File: config.mk
export PLATFORM = sky130hd
export DESIGN_NAME = serial_gap_framing_timing_monitor
export DESIGN_NICKNAME = d
export VERILOG_FILES = /design/src/sv/sgfm_pkg.sv /design/src/sv/sgfm_in_reg.sv /design/src/sv/sgfm_engine.sv /design/src/sv/sgfm_result_queue.sv /design/src/sv/serial_gap_framing_timing_monitor.sv
export SDC_FILE = /design/constraint.sdc
export NUM_CORES = 2
export LEC_CHECK = 0
export BUFFER_PORTS_ARGS = -buffer_cell sky130_fd_sc_hd__buf_2
export CORE_MARGIN = 5
export CORE_UTILIZATION = 55
export DETAILED_ROUTE_END_ITERATION = 8
export GPL_ROUTABILITY_DRIVEN = 0
export GPL_TIMING_DRIVEN = 0
export MAX_ROUTING_LAYER = met4
export PLACE_DENSITY_LB_ADDON = 0.05
export SLEW_MARGIN = 25
export SYNTH_ARGS = -nofsm -noshare
export SYNTH_HDL_FRONTEND = slang
export SYNTH_SLANG_ARGS = --single-unit
File: constraint.sdc
create_clock -name aclk -period 16.92 [get_ports aclk]
set_clock_uncertainty 0.1 [all_clocks]
set_input_delay 1.692 -clock aclk [delete_from_list [all_inputs] [get_ports aclk]]
set_output_delay 1.692 -clock aclk [all_outputs]
set_load 0.01 [all_outputs]
File: src/sv/sgfm_pkg.sv
package sgfm_pkg;

    localparam int TIME_BITS   = 48;
    localparam int COUNT_BITS  = 16;
    localparam int THR_BITS    = 32;
    localparam int QUEUE_DEPTH = 4;
    localparam int QPTR_BITS   = $clog2(QUEUE_DEPTH);
    localparam int QCNT_BITS   = $clog2(QUEUE_DEPTH + 1);

    localparam logic [THR_BITS-1:0] GAP_THRESHOLD_RESET = THR_BITS'(1000000);

    typedef enum logic [2:0] {
        OP_BYTE       = 3'd0,
        OP_MARK_START = 3'd1,
        OP_MARK_END   = 3'd2,
        OP_SESS_START = 3'd3,
        OP_SESS_STOP  = 3'd4
    } opcode_t;

    typedef enum logic [1:0] {
        KIND_BYTE        = 2'd0,
        KIND_AUTO_GAP    = 2'd1,
        KIND_MANUAL      = 2'd2,
        KIND_AUTO_FLUSH  = 2'd3
    } kind_t;

    // Event held in the input register.
    typedef struct packed {
        logic                 valid;
        logic [2:0]           opcode;
        logic [TIME_BITS-1:0] time_stamp;
    } event_t;

    // One result item.
    typedef struct packed {
        kind_t                  result_kind;
        logic [TIME_BITS-1:0]   frame_start;
        logic [TIME_BITS-1:0]   frame_end;
        logic [COUNT_BITS-1:0]  frame_bytes;
        logic                   gap_valid;
        logic [TIME_BITS-1:0]   frame_gap;
        logic [TIME_BITS-1:0]   byte_delta;
        logic [TIME_BITS-1:0]   min_delta;
        logic [TIME_BITS-1:0]   max_delta;
        logic [TIME_BITS-1:0]   idle_total;
        logic                   last_in_run;
    } result_t;

    // Up to two results produced by one event.
    typedef struct packed {
        logic [1:0] count;
        result_t    first;
        result_t    second;
    } push_t;

    function automatic logic [COUNT_BITS-1:0] count_inc(input logic [COUNT_BITS-1:0] c);
        return (&c) ? c : c + COUNT_BITS'(1);
    endfunction

endpackage

File: src/sv/sgfm_in_reg.sv
module sgfm_in_reg
    import sgfm_pkg::*;
(
    input  logic                 aclk,
    input  logic                 aresetn,
    input  logic                 s_tvalid,
    output logic                 s_tready,
    input  logic [2:0]           s_tuser,
    input  logic [TIME_BITS-1:0] s_tdata,
    input  logic                 take,
    output event_t               ev
);

    event_t ev_reg;

    // Refill whenever the held event leaves or the register is empty.
    assign s_tready = !ev_reg.valid || take;
    assign ev       = ev_reg;

    always_ff @(posedge aclk) begin
        if (!aresetn) begin
            ev_reg.valid <= 1'b0;
        end else if (s_tready) begin
            ev_reg.valid <= s_tvalid;
        end
        if (s_tready && s_tvalid) begin
            ev_reg.opcode     <= s_tuser;
            ev_reg.time_stamp <= s_tdata;
        end
    end

endmodule

File: src/sv/sgfm_engine.sv
module sgfm_engine
    import sgfm_pkg::*;
(
    input  logic                aclk,
    input  logic                aresetn,
    input  logic                cfg_we,
    input  logic [THR_BITS-1:0] cfg_wdata,
    input  event_t              ev,
    input  logic                take,
    output push_t               push
);

    typedef struct packed {
        logic                  running;
        logic                  have_prev;
        logic [TIME_BITS-1:0]  prev_time;
        logic                  auto_open;
        logic [TIME_BITS-1:0]  auto_start;
        logic [COUNT_BITS-1:0] auto_count;
        logic                  man_open;
        logic [TIME_BITS-1:0]  man_start;
        logic [COUNT_BITS-1:0] man_count;
        logic                  have_last;
        logic [TIME_BITS-1:0]  last_end;
        logic [TIME_BITS-1:0]  run_min;
        logic [TIME_BITS-1:0]  run_max;
        logic [TIME_BITS-1:0]  idle_sum;
    } sess_t;

    localparam sess_t SESS_CLEAR = '{
        running:    1'b0,
        have_prev:  1'b0,
        prev_time:  '0,
        auto_open:  1'b0,
        auto_start: '0,
        auto_count: '0,
        man_open:   1'b0,
        man_start:  '0,
        man_count:  '0,
        have_last:  1'b0,
        last_end:   '0,
        run_min:    '1,
        run_max:    '0,
        idle_sum:   '0
    };

    sess_t               st_reg, st_next;
    logic [THR_BITS-1:0] thr_reg;

    logic [TIME_BITS-1:0] t;
    logic [TIME_BITS-1:0] thr_ext;
    logic [TIME_BITS-1:0] delta;
    logic [TIME_BITS-1:0] excess;
    logic [TIME_BITS:0]   idle_add;
    logic                 over_gap;
    logic                 close_auto;
    push_t                p;

    function automatic result_t make_frame(
        input kind_t                 kind,
        input logic [TIME_BITS-1:0]  fstart,
        input logic [TIME_BITS-1:0]  fend,
        input logic [COUNT_BITS-1:0] bytes,
        input logic                  gv,
        input logic [TIME_BITS-1:0]  gap
    );
        result_t r;
        r             = '0;
        r.result_kind = kind;
        r.frame_start = fstart;
        r.frame_end   = fend;
        r.frame_bytes = bytes;
        r.gap_valid   = gv;
        r.frame_gap   = gv ? gap : '0;
        return r;
    endfunction

    assign t       = ev.time_stamp;
    assign thr_ext = TIME_BITS'(thr_reg);

    always_comb begin
        st_next    = st_reg;
        p          = '0;
        // only a byte carries a delta; every other event reports zero
        delta      = (opcode_t'(ev.opcode) == OP_BYTE && st_reg.have_prev
                      && t > st_reg.prev_time) ? t - st_reg.prev_time : '0;
        over_gap   = delta > thr_ext;
        excess     = delta - thr_ext;
        idle_add   = {1'b0, st_reg.idle_sum} + {1'b0, excess};
        close_auto = over_gap && st_reg.auto_open && (st_reg.auto_count != '0);

        if (take) begin
            unique case (opcode_t'(ev.opcode))
                OP_SESS_START: begin
                    if (!st_reg.running) begin
                        st_next         = SESS_CLEAR;
                        st_next.running = 1'b1;
                    end
                end
                OP_BYTE: begin
                    if (st_reg.running) begin
                        if (close_auto) begin
                            p.first = make_frame(KIND_AUTO_GAP, st_reg.auto_start,
                                                 st_reg.prev_time, st_reg.auto_count,
                                                 st_reg.have_last,
                                                 st_reg.auto_start - st_reg.last_end);
                            st_next.have_last = 1'b1;
                            st_next.last_end  = st_reg.prev_time;
                        end
                        if (close_auto || !st_reg.auto_open) begin
                            st_next.auto_open  = 1'b1;
                            st_next.auto_start = t;
                            st_next.auto_count = COUNT_BITS'(1);
                        end else begin
                            st_next.auto_count = count_inc(st_reg.auto_count);
                        end
                        if (st_reg.man_open) begin
                            st_next.man_count = count_inc(st_reg.man_count);
                        end
                        if (st_reg.have_prev) begin
                            if (delta < st_reg.run_min) st_next.run_min = delta;
                            if (delta > st_reg.run_max) st_next.run_max = delta;
                            if (over_gap) begin
                                // saturate the idle total at all ones
                                st_next.idle_sum = idle_add[TIME_BITS] ? '1
                                                   : idle_add[TIME_BITS-1:0];
                            end
                        end
                        st_next.prev_time = t;
                        st_next.have_prev = 1'b1;
                        if (close_auto) begin
                            p.count  = 2'd2;
                            p.second = '0;
                        end else begin
                            p.count = 2'd1;
                            p.first = '0;
                        end
                    end
                end
                OP_MARK_START: begin
                    if (st_reg.running) begin
                        st_next.man_open  = 1'b1;
                        st_next.man_start = t;
                        st_next.man_count = '0;
                    end
                end
                OP_MARK_END, OP_SESS_STOP: begin
                    if (st_reg.running) begin
                        if (st_reg.man_open) begin
                            p.first = make_frame(KIND_MANUAL, st_reg.man_start, t,
                                                 st_reg.man_count, st_reg.have_last,
                                                 st_reg.man_start - st_reg.last_end);
                            p.count           = 2'd1;
                            st_next.man_open  = 1'b0;
                            st_next.have_last = 1'b1;
                            st_next.last_end  = t;
                        end
                        if (opcode_t'(ev.opcode) == OP_SESS_STOP) begin
                            if (st_reg.auto_open && (st_reg.auto_count != '0)) begin
                                if (st_reg.man_open) begin
                                    p.second = make_frame(KIND_AUTO_FLUSH, st_reg.auto_start,
                                                          t, st_reg.auto_count, 1'b0, '0);
                                    p.count  = 2'd2;
                                end else begin
                                    p.first = make_frame(KIND_AUTO_FLUSH, st_reg.auto_start,
                                                         t, st_reg.auto_count, 1'b0, '0);
                                    p.count = 2'd1;
                                end
                                st_next.have_last = 1'b1;
                                st_next.last_end  = t;
                            end
                            st_next.auto_open = 1'b0;
                            st_next.running   = 1'b0;
                        end
                    end
                end
                default: ;
            endcase
        end

        // statistics after the event go on every result of the run
        p.first.byte_delta  = delta;
        p.first.min_delta   = st_next.run_min;
        p.first.max_delta   = st_next.run_max;
        p.first.idle_total  = st_next.idle_sum;
        p.first.last_in_run = (p.count == 2'd1);
        p.second.byte_delta  = delta;
        p.second.min_delta   = st_next.run_min;
        p.second.max_delta   = st_next.run_max;
        p.second.idle_total  = st_next.idle_sum;
        p.second.last_in_run = 1'b1;
    end

    assign push = p;

    always_ff @(posedge aclk) begin
        if (!aresetn) begin
            st_reg  <= SESS_CLEAR;
            thr_reg <= GAP_THRESHOLD_RESET;
        end else begin
            st_reg <= st_next;
            if (cfg_we) begin
                thr_reg <= cfg_wdata;
            end
        end
    end

endmodule

File: src/sv/sgfm_result_queue.sv
module sgfm_result_queue
    import sgfm_pkg::*;
(
    input  logic    aclk,
    input  logic    aresetn,
    input  push_t   push,
    output logic    room,
    output logic    head_valid,
    output result_t head,
    input  logic    pop
);

    result_t              entry_reg [QUEUE_DEPTH];
    logic [QPTR_BITS-1:0] wr_ptr_reg;
    logic [QPTR_BITS-1:0] rd_ptr_reg;
    logic [QCNT_BITS-1:0] count_reg;
    logic [QPTR_BITS-1:0] wr_ptr_plus1;
    logic                 do_pop;

    // Room for a full two-result run, regardless of this cycle's pop.
    assign room         = count_reg <= QCNT_BITS'(QUEUE_DEPTH - 2);
    assign head_valid   = count_reg != '0;
    assign head         = entry_reg[rd_ptr_reg];
    assign do_pop       = pop && head_valid;
    assign wr_ptr_plus1 = wr_ptr_reg + QPTR_BITS'(1);

    always_ff @(posedge aclk) begin
        if (!aresetn) begin
            wr_ptr_reg <= '0;
            rd_ptr_reg <= '0;
            count_reg  <= '0;
        end else begin
            wr_ptr_reg <= wr_ptr_reg + QPTR_BITS'(push.count);
            if (do_pop) begin
                rd_ptr_reg <= rd_ptr_reg + QPTR_BITS'(1);
            end
            count_reg <= count_reg + QCNT_BITS'(push.count) - QCNT_BITS'(do_pop);
        end
        if (push.count != 2'd0) begin
            entry_reg[wr_ptr_reg] <= push.first;
        end
        if (push.count == 2'd2) begin
            entry_reg[wr_ptr_plus1] <= push.second;
        end
    end

endmodule

File: src/sv/serial_gap_framing_timing_monitor.sv
// Timing monitor for a serial byte stream. Events enter on the s_ channel with the opcode
// in s_tuser and a 48-bit tick time stamp in s_tdata; outside a running session every
// event but session start is dropped. Each byte yields one "byte recorded" item carrying
// its delta from the previous byte and the session min, max and idle total; a byte whose
// delta exceeds the gap threshold first closes the automatic frame at the previous byte's
// time, ahead of its own item. Frame end and session stop close an open manual frame, and
// stop also flushes a non-empty automatic frame. The last item of each event has m_tlast
// set. One event is accepted per cycle while the result queue has room; an accepted event
// waits in the input register until the engine takes it, and the engine writes its items
// into the result queue. The m_ side delivers one item per cycle while m_tready is high;
// the four-entry result queue holds off input once it cannot take a two-item run.
// The gap threshold is written through cfg_we/cfg_wdata and resets to 1000000 ticks; the
// user must write it only while the block is idle; the block does not enforce this.
module serial_gap_framing_timing_monitor
    import sgfm_pkg::*;
(
    input  logic          aclk,
    input  logic          aresetn,
    // configuration: gap threshold in ticks
    input  logic          cfg_we,
    input  logic [31:0]   cfg_wdata,
    // event input
    input  logic          s_tvalid,
    output logic          s_tready,
    input  logic [2:0]    s_tuser,   // [2:0] opcode
    input  logic [47:0]   s_tdata,   // [47:0] time_stamp
    // result output
    output logic          m_tvalid,
    input  logic          m_tready,
    output logic [2:0]    m_tuser,   // [1:0] result_kind, [2] gap_valid
    output logic [351:0]  m_tdata,   // [47:0] frame_start, [95:48] frame_end,
                                     // [111:96] frame_bytes, [159:112] frame_gap,
                                     // [207:160] byte_delta, [255:208] min_delta,
                                     // [303:256] max_delta, [351:304] idle_total
    output logic          m_tlast    // last_in_run
);

    event_t  ev;
    push_t   push;
    result_t head;
    logic    room;
    logic    take;

    // Hand the held event to the engine only when its results are sure to fit.
    assign take = ev.valid && room;

    sgfm_in_reg u_in_reg (
        .aclk      (aclk),
        .aresetn   (aresetn),
        .s_tvalid  (s_tvalid),
        .s_tready  (s_tready),
        .s_tuser   (s_tuser),
        .s_tdata   (s_tdata),
        .take      (take),
        .ev        (ev)
    );

    sgfm_engine u_engine (
        .aclk      (aclk),
        .aresetn   (aresetn),
        .cfg_we    (cfg_we),
        .cfg_wdata (cfg_wdata),
        .ev        (ev),
        .take      (take),
        .push      (push)
    );

    sgfm_result_queue u_queue (
        .aclk       (aclk),
        .aresetn    (aresetn),
        .push       (push),
        .room       (room),
        .head_valid (m_tvalid),
        .head       (head),
        .pop        (m_tready)
    );

    // Pack the head item onto the output bus, first field lowest.
    assign m_tuser = {head.gap_valid, head.result_kind};
    assign m_tdata = {head.idle_total, head.max_delta, head.min_delta, head.byte_delta,
                      head.frame_gap, head.frame_bytes, head.frame_end, head.frame_start};
    assign m_tlast = head.last_in_run;

endmodule

==> load_flow_metrics.sql <==
INSERT INTO impl_metrics (metric_group, metric, value, unit) VALUES
('status', 'status', 'complete, no violations', ''),
('logic_synthesis', 'synth_fp_nets', '8710', ''),
('logic_synthesis', 'fraction_of_the_mapped_netlist_area_in_compound_gates', '0.1542', ''),
('sta', 'unrepaired_setup_endpoints_after_global_routing', 'no', ''),
('cts', 'cts_num_sinks', '1890', ''),
('finish', 'num-nets-final', '9382', ''),
('sta', 'setup_viol_count_final', '0', ''),
('global_route', 'first_global_vias', '71323', ''),
('routing', 'remaining_drc_errors', '0', ''),
('sta', 'fmax', '0.07516', 'GHz'),
('logic_synthesis', 'synth_async_sr_flop_share', '0', ''),
('logic_synthesis', 'yosys.area_share.simple', '0.1073', ''),
('logic_synthesis', 'yosys_warnings', '0', ''),
('finish', 'largest_register_ffs', '1424', ''),
('logic_synthesis', 'synthFlopType', 'edfxtp_1', ''),
('logic_synthesis', 'xor_xnor_share_of_the_synthesized_area', '0.02053', ''),
('power_and_ir_drop', 'fin_total_pwr', '11.30', 'mW'),
('cts', 'cts-resized-gates', '0', ''),
('logic_synthesis', 'dominant_combinational_cell_family_by_area_after_synthesis', 'compound AO/OA/AOI/OAI gates', ''),
('power_and_ir_drop', 'peakVddDrop', '0.1198', 'mV'),
('power_and_ir_drop', 'p_leak', '40.24', 'nW'),
('critical_path', 'reg2reg_to', 'u_queue.entry_reg[3][35]$_DFFE_PP_', ''),
('die', 'die_height', '423.1', 'microns'),
('critical_path', 'critPathRequiredTime', '17370', 'ps'),
('routing', 'drt-vias-per-instance', '6.530', ''),
('global_route', 'track_usage', '0.3710', ''),
('critical_path', 'worst_path_largest_cell_delay', '730', 'ps'),
('critical_path', 'crit_slowest_cell', 'nor4_1', ''),
('routing', 'top_layer_used', 'met4', ''),
('global_route', 'wire_length_of_the_first_global_routing_pass', '476900', 'microns'),
('routing', 'routedWlPerCell', '29.15', 'microns'),
('logic_synthesis', 'syn_inst', '8280', ''),
('logic_synthesis', 'synth_edf_count', '1275', ''),
('die', 'die-width', '423.1', 'microns'),
('cts', 'clkSlewWorstSetupHoldPaths', '60', 'ps'),
('critical_path', 'type_of_element_launching_the_critical_path', 'register', ''),
('routing', 'drtPass1Iterations', '8', ''),
('logic_synthesis', 'seq_area_frac_synth', '0.5391', ''),
('critical_path', 'worst_r2r_path_depth', '40', ''),
('routing', 'antenna_violating_nets_post_route', '0', ''),
('cts', 'cts_root_buffer', 'clkbuf_16', ''),
('routing', 'dr_wl_met3', '29730', 'microns'),
('logic_synthesis', 'postSynthRegisterBits', '1890', ''),
('die', 'top_level_ports', '446', ''),
('power_and_ir_drop', 'cellPowerDensity', '106.4', 'nW/um^2'),
('cts', 'clock_tree.buffer_depth', '3', ''),
('die', 'fp-row-count', '151', ''),
('finish', 'layout_common_cells', 'edfxtp_1 (1275), nor2_1 (1162), dfxtp_1 (615)', ''),
('cts', 'clk_latency', '860', 'ps'),
('routing', 'wl_met1', '122600', 'microns'),
('cts', 'postCtsSetupRepairBufs', '0', ''),
('die', 'fp.coreArea', '169500', 'sq um'),
('min_path', 'min_path_cells', '1', ''),
('finish', 'final_common_cell', 'edfxtp_1', ''),
('finish', 'post_route_cells_drive_above_1_share', '0.1469', ''),
('critical_path', 'setup.reg_to_reg.worst_slack', '3620', 'ps'),
('die', 'die_footprint', '179000', 'sq um'),
('logic_synthesis', 'area_of_the_mapped_netlist', '93850', 'sq um'),
('sta', 'timing.final.crit_share', '0.7863', ''),
('routing', 'dr_wl_met2', '148900', 'microns'),
('routing', 'detailroute.via_count', '74159', ''),
('finish', 'filler_cell_count', '13687', ''),
('critical_path', 'critical_path_endpoint_category', 'register', ''),
('critical_path', 'critical_path.max_fanout', '10', ''),
('sta', 'slew_headroom', '0.1746', ''),
('sta', 'timing_max_transition_violations_final', '0', ''),
('global_route', 'number_of_antenna_violations_at_the_first_check_in_global_routing', '14', ''),
('min_path', 'worstHoldEndpoint', 'u_queue.entry_reg[2][231]$_SDFFE_PP0P_', ''),
('flow_run', 'drv.max_cap_violation_count', '0', ''),
('critical_path', 'r2r_start', 'u_in_reg.ev[23]$_DFFE_PP_', ''),
('sta', 'hold_viol', '0', '');
[worst max path at each step]
stage,start,endpoint,cells past startpoint
5_1_grt,u_in_reg.ev[23]$_DFFE_PP_,u_queue.entry_reg[2][29]$_DFFE_PP_,39
3_5_place_dp,u_in_reg.ev[23]$_DFFE_PP_,u_queue.entry_reg[3][35]$_DFFE_PP_,40
3_3_place_gp,u_in_reg.ev[22]$_DFFE_PP_,u_queue.entry_reg[2][291]$_DFFE_PP_,27
6_report,u_in_reg.ev[23]$_DFFE_PP_,u_queue.entry_reg[3][35]$_DFFE_PP_,40
2_1_floorplan,u_in_reg.ev[0]$_DFFE_PP_,u_queue.entry_reg[2][12]$_DFFE_PP_,32
4_1_cts,u_in_reg.ev[23]$_DFFE_PP_,u_queue.entry_reg[2][29]$_DFFE_PP_,39
[area by class of cell]
cell class / instances / area (sq um) / share of cell area
diodes: 13 / 32.53 / 0.0003061
plain buffers: 578 / 2400 / 0.02258
clock buffers: 290 / 5660 / 0.05327
clock inverters: 82 / 913.4 / 0.008596
inverters: 346 / 1329 / 0.01250
multi-input cells: 5466 / 39690 / 0.3735
flip-flops and latches: 1890 / 50600 / 0.4762
well taps: 2218 / 2775 / 0.02612
repair buffers: 474 / 2860 / 0.02692
[cell families (layout without fill, tap and decap cells)]
group	count (synthesis)	count (layout)
other	0	13
XOR/XNOR	220	220
adder cells (fa/ha/maj)	342	342
buffers and inverters	924	1770
multiplexers	434	434
AO/OA/AOI/OAI	2141	2141
flip-flops	1890	1890
AND/OR/NAND/NOR	2329	2329
[cell usage after synthesis (17+ instances only)]
master	number	share of area
o21bai_1	28	0.0022
edfxtp_1	1275	0.41
clkbuf_1	369	0.015
and3_1	48	0.0032
and2_1	51	0.0034
dfxtp_1	615	0.13
o211ai_1	44	0.0035
nor2_1	1163	0.047
a22oi_1	114	0.0091
a22o_1	125	0.012
o2bb2ai_1	259	0.024
o21ai_1	17	0.00091
mux2i_1	75	0.0080
o22ai_1	382	0.025
a211o_1	21	0.0020
mux4_2	356	0.085
a31oi_1	82	0.0055
a211oi_1	36	0.0029
o21a_1	45	0.0036
xnor2_1	131	0.012
or3_1	23	0.0015
ha_1	336	0.045
nand4_1	109	0.0073
nand3_1	113	0.0060
a21oi_1	394	0.021
nor3_1	68	0.0036
nor4_1	21	0.0014
nor2b_1	50	0.0033
xor2_1	89	0.0083
buf_1	72	0.0029
o21ai_0	295	0.016
nand2b_1	54	0.0036
nand2_1	584	0.023
inv_1	344	0.014
a21o_1	160	0.013
buf_2	129	0.0069
o31ai_1	22	0.0018
[through the flow]
stage | worst slack, ps | util | instances | hold WS (ps) | instance area [sq um]
after floorplan | 4364 | - | 8280 | 327.1 | 93850
after global placement | -4317 | 0.5833 | 10942 | 338.9 | 98850
after detailed placement | 4180 | 0.5880 | 10972 | 345.0 | 99640
after CTS | 4073 | 0.6268 | 11344 | 358.5 | 106200
after global routing | 3272 | 0.6269 | 11348 | 375.5 | 106200
final | 3615 | 0.6270 | 11357 | 364.0 | 106300
[critical path, delay by kind of cell, from the launching register on]
kind | cells | cell delay (ps)
AOI/OAI and AO/OA | 18 | 5600
and+or+nand+nor | 11 | 3030
buffers and inverters | 7 | 2090
adders and majority gates | 3 | 1240
DFF | 1 | 640
xor gates and xnor gates | 1 | 250
[power breakdown]
| group | internal, mW | leakage [nW] | switching [mW] |
|---|---|---|---|
| sequential | 4.90 | 18.7 | 0.0585 |
| combinational | 0.788 | 18.3 | 1.14 |
| clock | 2.53 | 3.19 | 1.88 |
[metal layers]
metal	vias to the layer above	GRT usage
li1	32558	-
met1	36441	0.4569
met2	4224	0.5522
met3	936	0.06767
met4	0	0.2709
met5	-	-
(Power assumes the default switching activity.)
